===== src/rtl/core/eed_pkg.sv =====
// Shared constants, state encoding and control structs for the extended Euclid solver.
`timescale 1ns / 1ps

package eed_pkg;

	localparam int OPERAND_W_DEF = 32;
	localparam int FIELD_W       = 32;
	localparam int SOL_W         = 64;

	typedef enum logic [2:0] {
		ST_IDLE,
		ST_ALIGN,
		ST_REDUCE,
		ST_MUL_X,
		ST_MUL_Y
	} eed_state_t;

	typedef struct packed {
		logic load;
		logic align;
		logic reduce;
	} eed_ctrl_t;

	typedef struct packed {
		logic special;
		logic can_align;
		logic k_zero;
		logic rem_zero;
	} eed_stat_t;

	typedef struct packed {
		logic mul_x;
		logic commit;
	} eed_mul_ctrl_t;

endpackage


===== src/rtl/core/eed_if.sv =====
// Valid/ready channel interfaces for requests and results.
`timescale 1ns / 1ps

interface eed_req_if;
	logic                                valid;
	logic                                ready;
	logic signed [eed_pkg::FIELD_W-1:0]  coef_a;
	logic signed [eed_pkg::FIELD_W-1:0]  coef_b;
	logic signed [eed_pkg::FIELD_W-1:0]  rhs_c;

	modport source (output valid, output coef_a, output coef_b, output rhs_c, input ready);
	modport sink (input valid, input coef_a, input coef_b, input rhs_c, output ready);
endinterface

interface eed_rsp_if;
	logic                              valid;
	logic                              ready;
	logic signed [eed_pkg::SOL_W-1:0]  sol_x;
	logic signed [eed_pkg::SOL_W-1:0]  sol_y;

	modport source (output valid, output sol_x, output sol_y, input ready);
	modport sink (input valid, input sol_x, input sol_y, output ready);
endinterface


===== src/rtl/core/eed_euclid.sv =====
// Shift/subtract extended Euclid datapath: remainders and Bezout coefficients.
`timescale 1ns / 1ps

module eed_euclid #(
	parameter int W = eed_pkg::OPERAND_W_DEF
) (
	input  logic                 clk,
	input  eed_pkg::eed_ctrl_t   ctrl,
	input  logic signed [W-1:0]  op_a,
	input  logic signed [W-1:0]  op_b,
	output eed_pkg::eed_stat_t   stat,
	output logic signed [W+1:0]  coef_x,
	output logic signed [W+1:0]  coef_y
);
	import eed_pkg::*;

	localparam int RW = W + 1;
	localparam int CW = W + 2;
	localparam int KW = $clog2(W + 1);

	logic [RW-1:0]        rp_q, rc_q, d_q;
	logic signed [CW-1:0] sp_q, sc_q, tp_q, tc_q, ds_q, dt_q;
	logic [KW-1:0]        k_q;
	logic                 neg_a_q, neg_b_q;

	logic signed [RW-1:0] a_ext, b_ext;
	logic [RW-1:0]        a_abs, b_abs;
	logic                 a_zero, b_zero;
	logic                 can_align, ge;
	logic [RW-1:0]        r_red;
	logic signed [CW-1:0] s_red, t_red;

	assign a_ext  = RW'(op_a);
	assign b_ext  = RW'(op_b);
	assign a_abs  = a_ext[RW-1] ? RW'(-a_ext) : RW'(a_ext);
	assign b_abs  = b_ext[RW-1] ? RW'(-b_ext) : RW'(b_ext);
	assign a_zero = (op_a == '0);
	assign b_zero = (op_b == '0);

	// the shared unit: an align compare, a reduce compare, one remainder subtract, coefficient subtracts
	assign can_align = ({d_q, 1'b0} <= {1'b0, rp_q});
	assign ge        = (d_q <= rp_q);
	assign r_red     = ge ? RW'(rp_q - d_q) : rp_q;
	assign s_red     = ge ? CW'(sp_q - ds_q) : sp_q;
	assign t_red     = ge ? CW'(tp_q - dt_q) : tp_q;

	assign stat.special   = a_zero || b_zero;
	assign stat.can_align = can_align;
	assign stat.k_zero    = (k_q == '0);
	assign stat.rem_zero  = (r_red == '0);

	assign coef_x = neg_a_q ? CW'(-sp_q) : sp_q;
	assign coef_y = neg_b_q ? CW'(-tp_q) : tp_q;

	always_ff @(posedge clk) begin
		if (ctrl.load) begin
			k_q  <= '0;
			rp_q <= a_abs;
			rc_q <= b_abs;
			d_q  <= b_abs;
			sc_q <= '0;
			tc_q <= CW'(1);
			ds_q <= '0;
			dt_q <= CW'(1);
			if (a_zero) begin
				neg_a_q <= 1'b0;
				neg_b_q <= 1'b0;
				sp_q    <= '0;
				tp_q    <= CW'(op_b);
			end else if (b_zero) begin
				neg_a_q <= 1'b0;
				neg_b_q <= 1'b0;
				sp_q    <= CW'(op_a);
				tp_q    <= '0;
			end else begin
				neg_a_q <= op_a[W-1];
				neg_b_q <= op_b[W-1];
				sp_q    <= CW'(1);
				tp_q    <= '0;
			end
		end else if (ctrl.align) begin
			if (can_align) begin
				d_q  <= {d_q[RW-2:0], 1'b0};
				ds_q <= ds_q <<< 1;
				dt_q <= dt_q <<< 1;
				k_q  <= k_q + 1'b1;
			end
		end else if (ctrl.reduce) begin
			if (k_q == '0) begin
				// last quotient bit: rotate rows
				rp_q <= rc_q;
				rc_q <= r_red;
				d_q  <= r_red;
				sp_q <= sc_q;
				sc_q <= s_red;
				ds_q <= s_red;
				tp_q <= tc_q;
				tc_q <= t_red;
				dt_q <= t_red;
			end else begin
				rp_q <= r_red;
				sp_q <= s_red;
				tp_q <= t_red;
				d_q  <= d_q >> 1;
				ds_q <= ds_q >>> 1;
				dt_q <= dt_q >>> 1;
				k_q  <= k_q - 1'b1;
			end
		end
	end

endmodule


===== src/rtl/core/eed_scale.sv =====
// Shared multiplier that scales the coefficient pair by c, and the result register.
`timescale 1ns / 1ps

module eed_scale #(
	parameter int W = eed_pkg::OPERAND_W_DEF
) (
	input  logic                    clk,
	input  logic                    arst_n,
	input  eed_pkg::eed_mul_ctrl_t  ctrl,
	input  logic signed [W+1:0]     coef_x,
	input  logic signed [W+1:0]     coef_y,
	input  logic signed [W-1:0]     rhs,
	output logic                    out_free,
	eed_rsp_if.source               rsp
);
	import eed_pkg::*;

	localparam int CW = W + 2;
	localparam int PW = CW + W;

	logic signed [CW-1:0]    mul_op;
	logic signed [PW-1:0]    prod;
	logic signed [SOL_W-1:0] px_q;
	logic signed [SOL_W-1:0] sol_x_q, sol_y_q;
	logic                    valid_q;

	assign mul_op   = ctrl.mul_x ? coef_x : coef_y;
	assign prod     = PW'(mul_op) * PW'(rhs);
	assign out_free = !valid_q || rsp.ready;

	assign rsp.valid = valid_q;
	assign rsp.sol_x = sol_x_q;
	assign rsp.sol_y = sol_y_q;

	always_ff @(posedge clk) begin
		if (ctrl.mul_x) begin
			px_q <= SOL_W'(prod);
		end
		if (ctrl.commit) begin
			sol_x_q <= px_q;
			sol_y_q <= SOL_W'(prod);
		end
	end

	always_ff @(posedge clk or negedge arst_n) begin
		if (!arst_n) begin
			valid_q <= 1'b0;
		end else if (ctrl.commit) begin
			valid_q <= 1'b1;
		end else if (rsp.ready) begin
			valid_q <= 1'b0;
		end
	end

endmodule


===== src/rtl/core/extended_euclid_diophantine.sv =====
// Top level of the extended Euclid Diophantine solver: sequencer and datapath units.
`timescale 1ns / 1ps
//
//  channel | dir | beat payload                   | handshake
//  --------+-----+--------------------------------+-------------------
//  req     | in  | coef_a, coef_b, rhs_c (32b)    | valid/ready
//  rsp     | out | sol_x, sol_y (64b signed)      | valid/ready
//
// Each quotient step of a request shifts the divisor up one bit per cycle,
// then subtracts and shifts down one bit per cycle through the single
// compare/subtract unit; the multiply states MUL_X and MUL_Y at the end
// share one multiplier for x*c and y*c. A zero operand skips the
// recurrence and goes straight to the multiply states.
// Reset clears the sequencer and the result valid flag only.
// req is ready only in idle; the result register lets a new request in while
// the last result waits, and the final multiply cycle holds until it drains.

module extended_euclid_diophantine #(
	parameter int OPERAND_WIDTH = eed_pkg::OPERAND_W_DEF
) (
	input  logic      clk,
	input  logic      arst_n,
	eed_req_if.sink   req,
	eed_rsp_if.source rsp
);
	import eed_pkg::*;

	localparam int CW = OPERAND_WIDTH + 2;

	eed_state_t    state_q, state_d;
	eed_ctrl_t     ctrl;
	eed_stat_t     stat;
	eed_mul_ctrl_t mul_ctrl;
	logic          out_free;

	logic signed [OPERAND_WIDTH-1:0] op_a, op_b;
	logic signed [OPERAND_WIDTH-1:0] rhs_q;
	logic signed [CW-1:0]            coef_x, coef_y;

	// only the low operand bits count, taken as signed
	assign op_a = $signed(req.coef_a[OPERAND_WIDTH-1:0]);
	assign op_b = $signed(req.coef_b[OPERAND_WIDTH-1:0]);

	assign req.ready = (state_q == ST_IDLE);

	// hold c for the scaling cycles
	always_ff @(posedge clk) begin
		if (ctrl.load) begin
			rhs_q <= $signed(req.rhs_c[OPERAND_WIDTH-1:0]);
		end
	end

	always_ff @(posedge clk or negedge arst_n) begin
		if (!arst_n) begin
			state_q <= ST_IDLE;
		end else begin
			state_q <= state_d;
		end
	end

	// next state
	always_comb begin
		state_d = state_q;
		unique case (state_q)
			ST_IDLE: begin
				if (req.valid) begin
					state_d = stat.special ? ST_MUL_X : ST_ALIGN;
				end
			end
			ST_ALIGN: begin
				// walk the divisor up until one more doubling would overshoot
				if (!stat.can_align) begin
					state_d = ST_REDUCE;
				end
			end
			ST_REDUCE: begin
				// at the last quotient bit, a zero remainder ends the recurrence
				if (stat.k_zero) begin
					state_d = stat.rem_zero ? ST_MUL_X : ST_ALIGN;
				end
			end
			ST_MUL_X: begin
				state_d = ST_MUL_Y;
			end
			ST_MUL_Y: begin
				if (out_free) begin
					state_d = ST_IDLE;
				end
			end
			default: begin
				state_d = ST_IDLE;
			end
		endcase
	end

	// outputs of the sequencer
	always_comb begin
		ctrl            = '0;
		mul_ctrl        = '0;
		ctrl.load       = (state_q == ST_IDLE) && req.valid;
		ctrl.align      = (state_q == ST_ALIGN);
		ctrl.reduce     = (state_q == ST_REDUCE);
		mul_ctrl.mul_x  = (state_q == ST_MUL_X);
		mul_ctrl.commit = (state_q == ST_MUL_Y) && out_free;
	end

	eed_euclid #(
		.W (OPERAND_WIDTH)
	) u_euclid (
		.clk    (clk),
		.ctrl   (ctrl),
		.op_a   (op_a),
		.op_b   (op_b),
		.stat   (stat),
		.coef_x (coef_x),
		.coef_y (coef_y)
	);

	eed_scale #(
		.W (OPERAND_WIDTH)
	) u_scale (
		.clk      (clk),
		.arst_n   (arst_n),
		.ctrl     (mul_ctrl),
		.coef_x   (coef_x),
		.coef_y   (coef_y),
		.rhs      (rhs_q),
		.out_free (out_free),
		.rsp      (rsp)
	);

	// an accepted request always starts work
	a_accept_starts: assert property (@(posedge clk) disable iff (!arst_n)
		(req.valid && req.ready) |=> (state_q == ST_ALIGN || state_q == ST_MUL_X))
		else $error("accepted request did not start the solver");

	// the x product is always followed by the y product
	a_mul_order: assert property (@(posedge clk) disable iff (!arst_n)
		(state_q == ST_MUL_X) |=> (state_q == ST_MUL_Y))
		else $error("multiply sequence broken");

	// a new result shows up only from the final multiply cycle
	a_result_source: assert property (@(posedge clk) disable iff (!arst_n)
		$rose(rsp.valid) |-> $past(state_q == ST_MUL_Y))
		else $error("result valid raised outside the commit cycle");

endmodule

===== src/flat_wrapper.sv =====
// flat-port wrapper written by rule: the top's interface ports become plain ports
module extended_euclid_diophantine_flat import eed_pkg::*;
#(
	parameter int OPERAND_WIDTH = eed_pkg::OPERAND_W_DEF
)
  (clk, arst_n, req_valid, req_coef_a, req_coef_b, req_rhs_c, req_ready, rsp_valid, rsp_sol_x, rsp_sol_y, rsp_ready);
  eed_req_if req_i ();
  eed_rsp_if rsp_i ();
  input  logic clk;
  input  logic arst_n;
  input wire logic [$bits(req_i.valid)-1:0] req_valid;
  input wire logic [$bits(req_i.coef_a)-1:0] req_coef_a;
  input wire logic [$bits(req_i.coef_b)-1:0] req_coef_b;
  input wire logic [$bits(req_i.rhs_c)-1:0] req_rhs_c;
  output wire logic [$bits(req_i.ready)-1:0] req_ready;
  output wire logic [$bits(rsp_i.valid)-1:0] rsp_valid;
  output wire logic [$bits(rsp_i.sol_x)-1:0] rsp_sol_x;
  output wire logic [$bits(rsp_i.sol_y)-1:0] rsp_sol_y;
  input wire logic [$bits(rsp_i.ready)-1:0] rsp_ready;
  assign req_i.valid = req_valid;
  assign req_i.coef_a = req_coef_a;
  assign req_i.coef_b = req_coef_b;
  assign req_i.rhs_c = req_rhs_c;
  assign req_ready = req_i.ready;
  assign rsp_valid = rsp_i.valid;
  assign rsp_sol_x = rsp_i.sol_x;
  assign rsp_sol_y = rsp_i.sol_y;
  assign rsp_i.ready = rsp_ready;
  extended_euclid_diophantine #(.OPERAND_WIDTH(OPERAND_WIDTH)) u_core (.clk(clk), .arst_n(arst_n), .req(req_i), .rsp(rsp_i));
endmodule

===== config.mk =====
export PLATFORM = sky130hd
export DESIGN_NAME = extended_euclid_diophantine_flat
export DESIGN_NICKNAME = d
export VERILOG_FILES = /design/src/rtl/core/eed_pkg.sv /design/src/rtl/core/eed_if.sv /design/src/rtl/core/eed_euclid.sv /design/src/rtl/core/eed_scale.sv /design/src/rtl/core/extended_euclid_diophantine.sv /design/src/flat_wrapper.sv
export SDC_FILE = /design/constraint.sdc
export NUM_CORES = 2
export LEC_CHECK = 0
export BUFFER_PORTS_ARGS = -buffer_cell sky130_fd_sc_hd__buf_2
export CAP_MARGIN = 15
export CORE_ASPECT_RATIO = 0.75
export CORE_MARGIN = 2
export CORE_UTILIZATION = 35
export CTS_BUF_LIST = sky130_fd_sc_hd__clkbuf_4 sky130_fd_sc_hd__clkbuf_8
export CTS_CLUSTER_DIAMETER = 40
export DETAILED_ROUTE_END_ITERATION = 16
export SETUP_SLACK_MARGIN = 0.3
export SYNTH_ARGS = -nofsm -noshare
export SYNTH_HDL_FRONTEND = slang
export SYNTH_SLANG_ARGS = --single-unit

===== constraint.sdc =====
create_clock -name clk -period 25.9 [get_ports clk]
set_clock_uncertainty 0.2 [all_clocks]
set_input_delay 2.59 -clock clk [delete_from_list [all_inputs] [get_ports clk]]
set_output_delay 2.59 -clock clk [all_outputs]
set_load 0.1 [all_outputs]

After elaboration in Yosys (flattened, before gate mapping)
Cells that the tools add are included.

word-level totals
  bits in registers = 539
  bits in latches = 0
  bits in writable memories = 0
  ROM bits = 0
  input bits = 100
  logic and storage cells = 123
  memories = 0

cells by class
  add/sub/neg operators = 9
  multiply operators = 1
  div/mod/pow operators = 0
  magnitude comparators = 2
  equal/unequal tests = 12
  shift operators = 0
  multiplexer cells = 53
  bitwise logic cells = 1
  reductions and logical operators = 25

operators by type and width
  kind                 count
  $mux 34              24
  $mux 33              16
  $neg 34->34          2
  $sub 34x34->34       2
  $neg 32->33          2
  $logic_not 32->1     2
  $mul 34x32->64       1
  $le 34x33->1         1
  $le 33x33->1         1
  $logic_not 33->1     1
  $sub 33x33->33       1
  $mux 6               4
  $pmux 3 s5           1
  $mux 3               4
  $reduce_and 3->1     4
  $reduce_bool 2->1    5
  $ne 2x2->1 const B   4
  $add 6x1->6 const B  1
  $eq 3x2->1 const B   2
  $logic_not 6->1      1
  $ne 2x1->1 const B   3
  $reduce_and 2->1     3
  $sub 6x1->6 const B  1
  $mux 2               2
  12 further kinds     15

Depth between registers and ports, before layout
  word-level depth = 6
  depth in mapped cells = 40
  depth with buffers taken out = 39

By module
From an unflattened synthesis, not the netlist that was laid out.

unflattened totals
  cell total of the unflattened synthesis = 7,388
  area, all modules = 69,734.4 um2

by module, submodules not included
  module                       times used  cells each  area each (um2)  seq. area each (um2)
  eed_scale                    1           4,218       43,493.0         5,790.6
  eed_euclid                   1           3,116       25,077.8         7,917.6
  extended_euclid_diophantine  1           54          1,163.6          1,036.0

Worst setup path after synthesis
No wires, ideal clock.

  path type = register -> register
  start = reg u_core.state_q[0]
  end = reg u_core.u_scale.px_q[63] (data pin)
  setup time = 264 ps
  arrival time = 10,260 ps
  data required time = 25,436 ps
  setup slack = 15,176 ps
  stages on the path, launching flop included = 31
  period minus slack after synthesis = 10,724 ps
  path through = dfrtp_1 -> clkbuf_1 -> nand3b_1 -> inv_2 -> buf_1 -> a21oi_1 -> clkbuf_1 -> and2_1 -> fa_1 -> inv_1 -> fa_1 -> inv_1 -> fa_1 -> inv_1 -> fa_1 -> inv_1 -> fa_1 -> fa_1 -> fa_1 -> fa_1 -> ha_1 -> a21o_1 -> a21o_1 -> a221o_1 -> a221o_1 -> nor3b_1 -> a2111oi_0 -> o41ai_1 -> o2111ai_1 -> a21oi_1 -> xnor2_1

between the ends
  cells in the longest elaborated chain, start to end = 3

ends and longest elaborated chain
  element                            RTL line                            source
  start, declared                    extended_euclid_diophantine.sv:30   eed_state_t state_q, state_d;
  start signal, assigned             extended_euclid_diophantine.sv:57   state_q <= state_d;
  $eq 3x2->1                         extended_euclid_diophantine.sv:103  mul_ctrl.mul_x = (state_q == ST_MUL_X);
  $mux 34                            eed_scale.sv:27                     assign mul_op = ctrl.mul_x ? coef_x : coef_y;
  $mul 34x32->64                     eed_scale.sv:28                     assign prod = PW'(mul_op) * PW'(rhs);
  named net u_core.u_scale.prod[63]  eed_scale.sv:22                     logic signed [PW-1:0] prod;
  end signal, assigned               eed_scale.sv:37                     px_q <= SOL_W'(prod);
  end, declared                      eed_scale.sv:23                     logic signed [SOL_W-1:0] px_q;

The timed path passes the listed nets, and every way through them passes these cells.
A chain may end at the register's enable or synchronous reset.

Final worst setup path
  start = reg u_core.u_euclid.sp_q[3]
  end = reg u_core.u_scale.sol_y_q[63], in the netlist u_core.u_scale.rsp.sol_y[63] (data pin)

between the ends
  cells in the longest elaborated chain, start to end = 4

ends and longest elaborated chain
  element                            RTL line           source
  start, declared                    eed_euclid.sv:22   logic signed [CW-1:0] sp_q, sc_q, tp_q, tc_q, ds_q, dt_q;
  start signal, assigned             eed_euclid.sv:73   sp_q <= CW'(op_a);
  start signal, assigned             eed_euclid.sv:94   sp_q <= sc_q;
  start signal, assigned             eed_euclid.sv:102  sp_q <= s_red;
  $neg 34->34                        eed_euclid.sv:52   assign coef_x = neg_a_q ? CW'(-sp_q) : sp_q;
  $mux 34 *                          eed_euclid.sv:52
  $mux 34 *                          eed_scale.sv:27
  $mul 34x32->64 *                   eed_scale.sv:28
  named net u_core.u_scale.prod[63]  eed_scale.sv:22
  end signal, assigned               eed_scale.sv:41    sol_y_q <= SOL_W'(prod);
  end, declared                      eed_scale.sv:24    logic signed [SOL_W-1:0] sol_x_q, sol_y_q;

Mark *: on every way through the listed nets, which the timed path passes. The rest lies on a longest branch.

==> flow_summary.json <==
{
  "status": "complete, no violations",
  "cts_tree": "done",
  "num_rows": 141,
  "area_growth_pct": 9.63,
  "synth.area.mux_share": 0.00726,
  "grt_max_degree": 93,
  "clkTransAtPathRegs_ps": 60,
  "critPathSlowestCell": "nor3b_1",
  "fp.dieW_um": 516,
  "route.vias.total": 53254,
  "drv_cap": 0,
  "antenna_found_initial": 9,
  "gp_congestion": 0.938,
  "grt_usage": 0.214,
  "yosys.area.top_type": "fa_1",
  "die_area_mm2": 0.200,
  "cts_max_level": 3,
  "cts_setup_buffers": 0,
  "setup-tns-final_ps": 0,
  "clock_sinks": 539,
  "synth_flop_cell": "edfxtp_1",
  "hold_buffers": 0,
  "regToRegStartpoint": "u_core.u_euclid.sp_q[3]$_DFFE_PP_",
  "grt_setup_unrepaired": "false",
  "cts-resized-gates": 0,
  "ant_nets": 0,
  "crit_arrival_ps": 12430,
  "yosysWarnings": 0,
  "slew_headroom": 0.285,
  "grt_pass1_wl_um": 332000,
  "hpwl_um": 157000,
  "crit_path_frequent_cell": "fa_1",
  "crit_required_ps": 26340,
  "worstSetupPathType": "flip-flop to flip-flop",
  "synth_top_family_by_area": "adder cells",
  "syn_nets": 8945,
  "numCtsBuffers": 110,
  "critPathLaunch": "u_core.u_euclid.sp_q[3]$_DFFE_PP_",
  "io_pins": 230,
  "die_y_um": 388,
  "drive_above_1_share": 0.0830,
  "first_global_vias": 55355,
  "synth.area.top_cells": "fa_1 33%, edfxtp_1 17%, inv_1 6.7%",
  "setup_violations": 0,
  "synth_xor_xnor_area_share": 0.0355,
  "timing.final.crit_share": 0.463,
  "synth_area_mm2": 0.0689,
  "root_buffer": "clkbuf_8",
  "ys_ff_latch": 539,
  "overflow": 0,
  "synth-edff-count": 393,
  "tightest_slew_ps": 1070,
  "cp_max_fo": 32,
  "synth_top_area_share": 0.327,
  "synthSimpleGateAreaFrac": 0.148,
  "synthAdderAreaFrac": 0.386,
  "synth_compound_area_frac": 0.121,
  "drc_errors": 0,
  "ys_async_sr_fraction": 0.00742,
  "max_stage_delay_ps": 780,
  "final_nets": 8996,
  "drv_slew": 0,
  "start_kind": "flip-flop",
  "cp-end-kind": "flip-flop",
  "core_area_mm2": 0.196,
  "fin_crit_ps": 11990,
  "hold_class": "flip-flop to flip-flop",
  "viasPerCell": 5.22,
  "crit_buf_inv": 3,
  "io_buffer_count": 229,
  "drt-wirelength-per-cell_um": 20.7,
  "hold_viol": 0,
  "clock_path_buffers": 3,
  "dr.first_iter.drc_count": 4565,
  "clk-insertion-delay-late_ps": 940,
  "synthCells": 7395,
  "hold_start": "u_core.u_scale.px_q[9]$_DFFE_PP_",
  "syn_area_per_cell_um2": 9.32,
  "hold_ws_ps": 174,
  "initial_core_util": 0.351,
  "finalWirelength_um": 211000,
  "max_freq_mhz": 83.4,
  "yosysUniqueCellTypes": 83,
  "dr.pass1.iters": 6,
  "critical-path-top-delay-family": "adder cells",
  "ys_seq_area_frac": 0.214
}
metal layers:
metal	global-route usage	part of all wire
met1	0.310	0.45
met2	0.326	0.44
met3	0.0366	0.080
met4	0.0670	0.029
met5	0	0
worst register-to-register path, delay by kind of cell (launching register included):
family | cells | cell delay, ps
buffers and inverters | 3 | 670
adders and majority gates | 9 | 4500
AOI/OAI and AO/OA | 10 | 2610
xor gates and xnor gates | 2 | 260
DFF | 1 | 490
and+or+nand+nor | 8 | 2990
area by class of cell:
class	count	area [um2]
clock inverters	65	842
fillers	19634	121000
inverters	1233	4640
multi-input cells	5223	48300
repair buffers	339	1970
clock buffers	139	1750
well taps	2645	3310
flip-flops and latches	539	14700
diodes	11	27.5
synthesized netlist by cell type (all sizes together), types with 11 or more instances:
library cell,instances
a211oi,54
o211ai,102
o21ai,423
buf,33
clkbuf,367
a211o,15
a21o,105
a31oi,40
o31ai,48
ha,324
nand2b,35
nor3b,11
o41ai,22
o21bai,19
inv,1233
nor4,27
nor2b,31
nand3,97
fa,1126
o21a,29
mux2i,41
xor2,112
edfxtp,393
a22o,23
nor3,41
a21oi,376
or3,20
dfxtp,142
nand2,866
nand4,35
nor2,281
a31o,13
and3,21
and2,570
xnor2,167
or4,19
or2,16
stage by stage:
| stage | utilization | setup slack (ps) | cell area [um2] | std cells |
|---|---|---|---|---|
| after detailed placement | 0.371 | 14100 | 72900 | 9979 |
| final | 0.385 | 13910 | 75600 | 10194 |
| after CTS | 0.385 | 14100 | 75500 | 10183 |
| after global placement | 0.371 | 14150 | 72900 | 9979 |
| after floorplan | - | 15180 | 68900 | 7395 |
| after global routing | 0.385 | 13460 | 75500 | 10190 |
cells by family after synthesis:
logic type                 Yosys count
AOI/OAI and AO/OA                 1353
xor gates and xnor gates           279
adders and majority gates         1450
buffers and inverters             1633
DFF                                539
muxes                               49
and+or+nand+nor                   2092
placed cells by master, fill, tap and decap left out, types with 167 or more instances in the layout:
cell type	instances
nor2_1	279
o21ai_0	403
buf_2	229
inv_1	1230
and2_1	570
edfxtp_1	393
nand2_1	864
xnor2_1	167
ha_1	324
fa_1	1126
a21oi_1	361
flip-flops by register name, summed over array words and instances (netlist names):
name	count
u_core.rhs_q	32
u_core.state_q	3
u_core.u_euclid.d_q	33
u_core.u_euclid.ds_q	34
u_core.u_euclid.dt_q	34
u_core.u_euclid.k_q	6
u_core.u_euclid.neg_a_q	1
u_core.u_euclid.neg_b_q	1
u_core.u_euclid.rc_q	33
u_core.u_euclid.rp_q	33
u_core.u_euclid.sc_q	34
u_core.u_euclid.sp_q	34
u_core.u_euclid.tc_q	34
u_core.u_euclid.tp_q	34
u_core.u_scale.px_q	64
u_core.u_scale.rsp.sol_x	64
u_core.u_scale.rsp.sol_y	64
u_core.u_scale.rsp.valid	1
final timing paths:
path | endpoint | slack, ps | cells past startpoint
max in group asynchronous | u_core.state_q[0]$_DFFE_PN0P_ | 24070 | 1
min reg2reg | u_core.u_scale.rsp.sol_x[9]$_DFFE_PP_ | 170 | 0
min in group asynchronous | u_core.u_scale.rsp.valid$_DFFE_PN0P_ | 1260 | 1
max | u_core.u_scale.rsp.sol_y[63]$_DFFE_PP_ | 13910 | 32
max reg2reg | u_core.u_scale.rsp.sol_y[63]$_DFFE_PP_ | 13910 | 32
min | u_core.u_scale.rsp.sol_x[9]$_DFFE_PP_ | 170 | 0
Power is not shown: default switching activity piles up to over one toggle a cycle in this logic, so the estimate is an artifact.
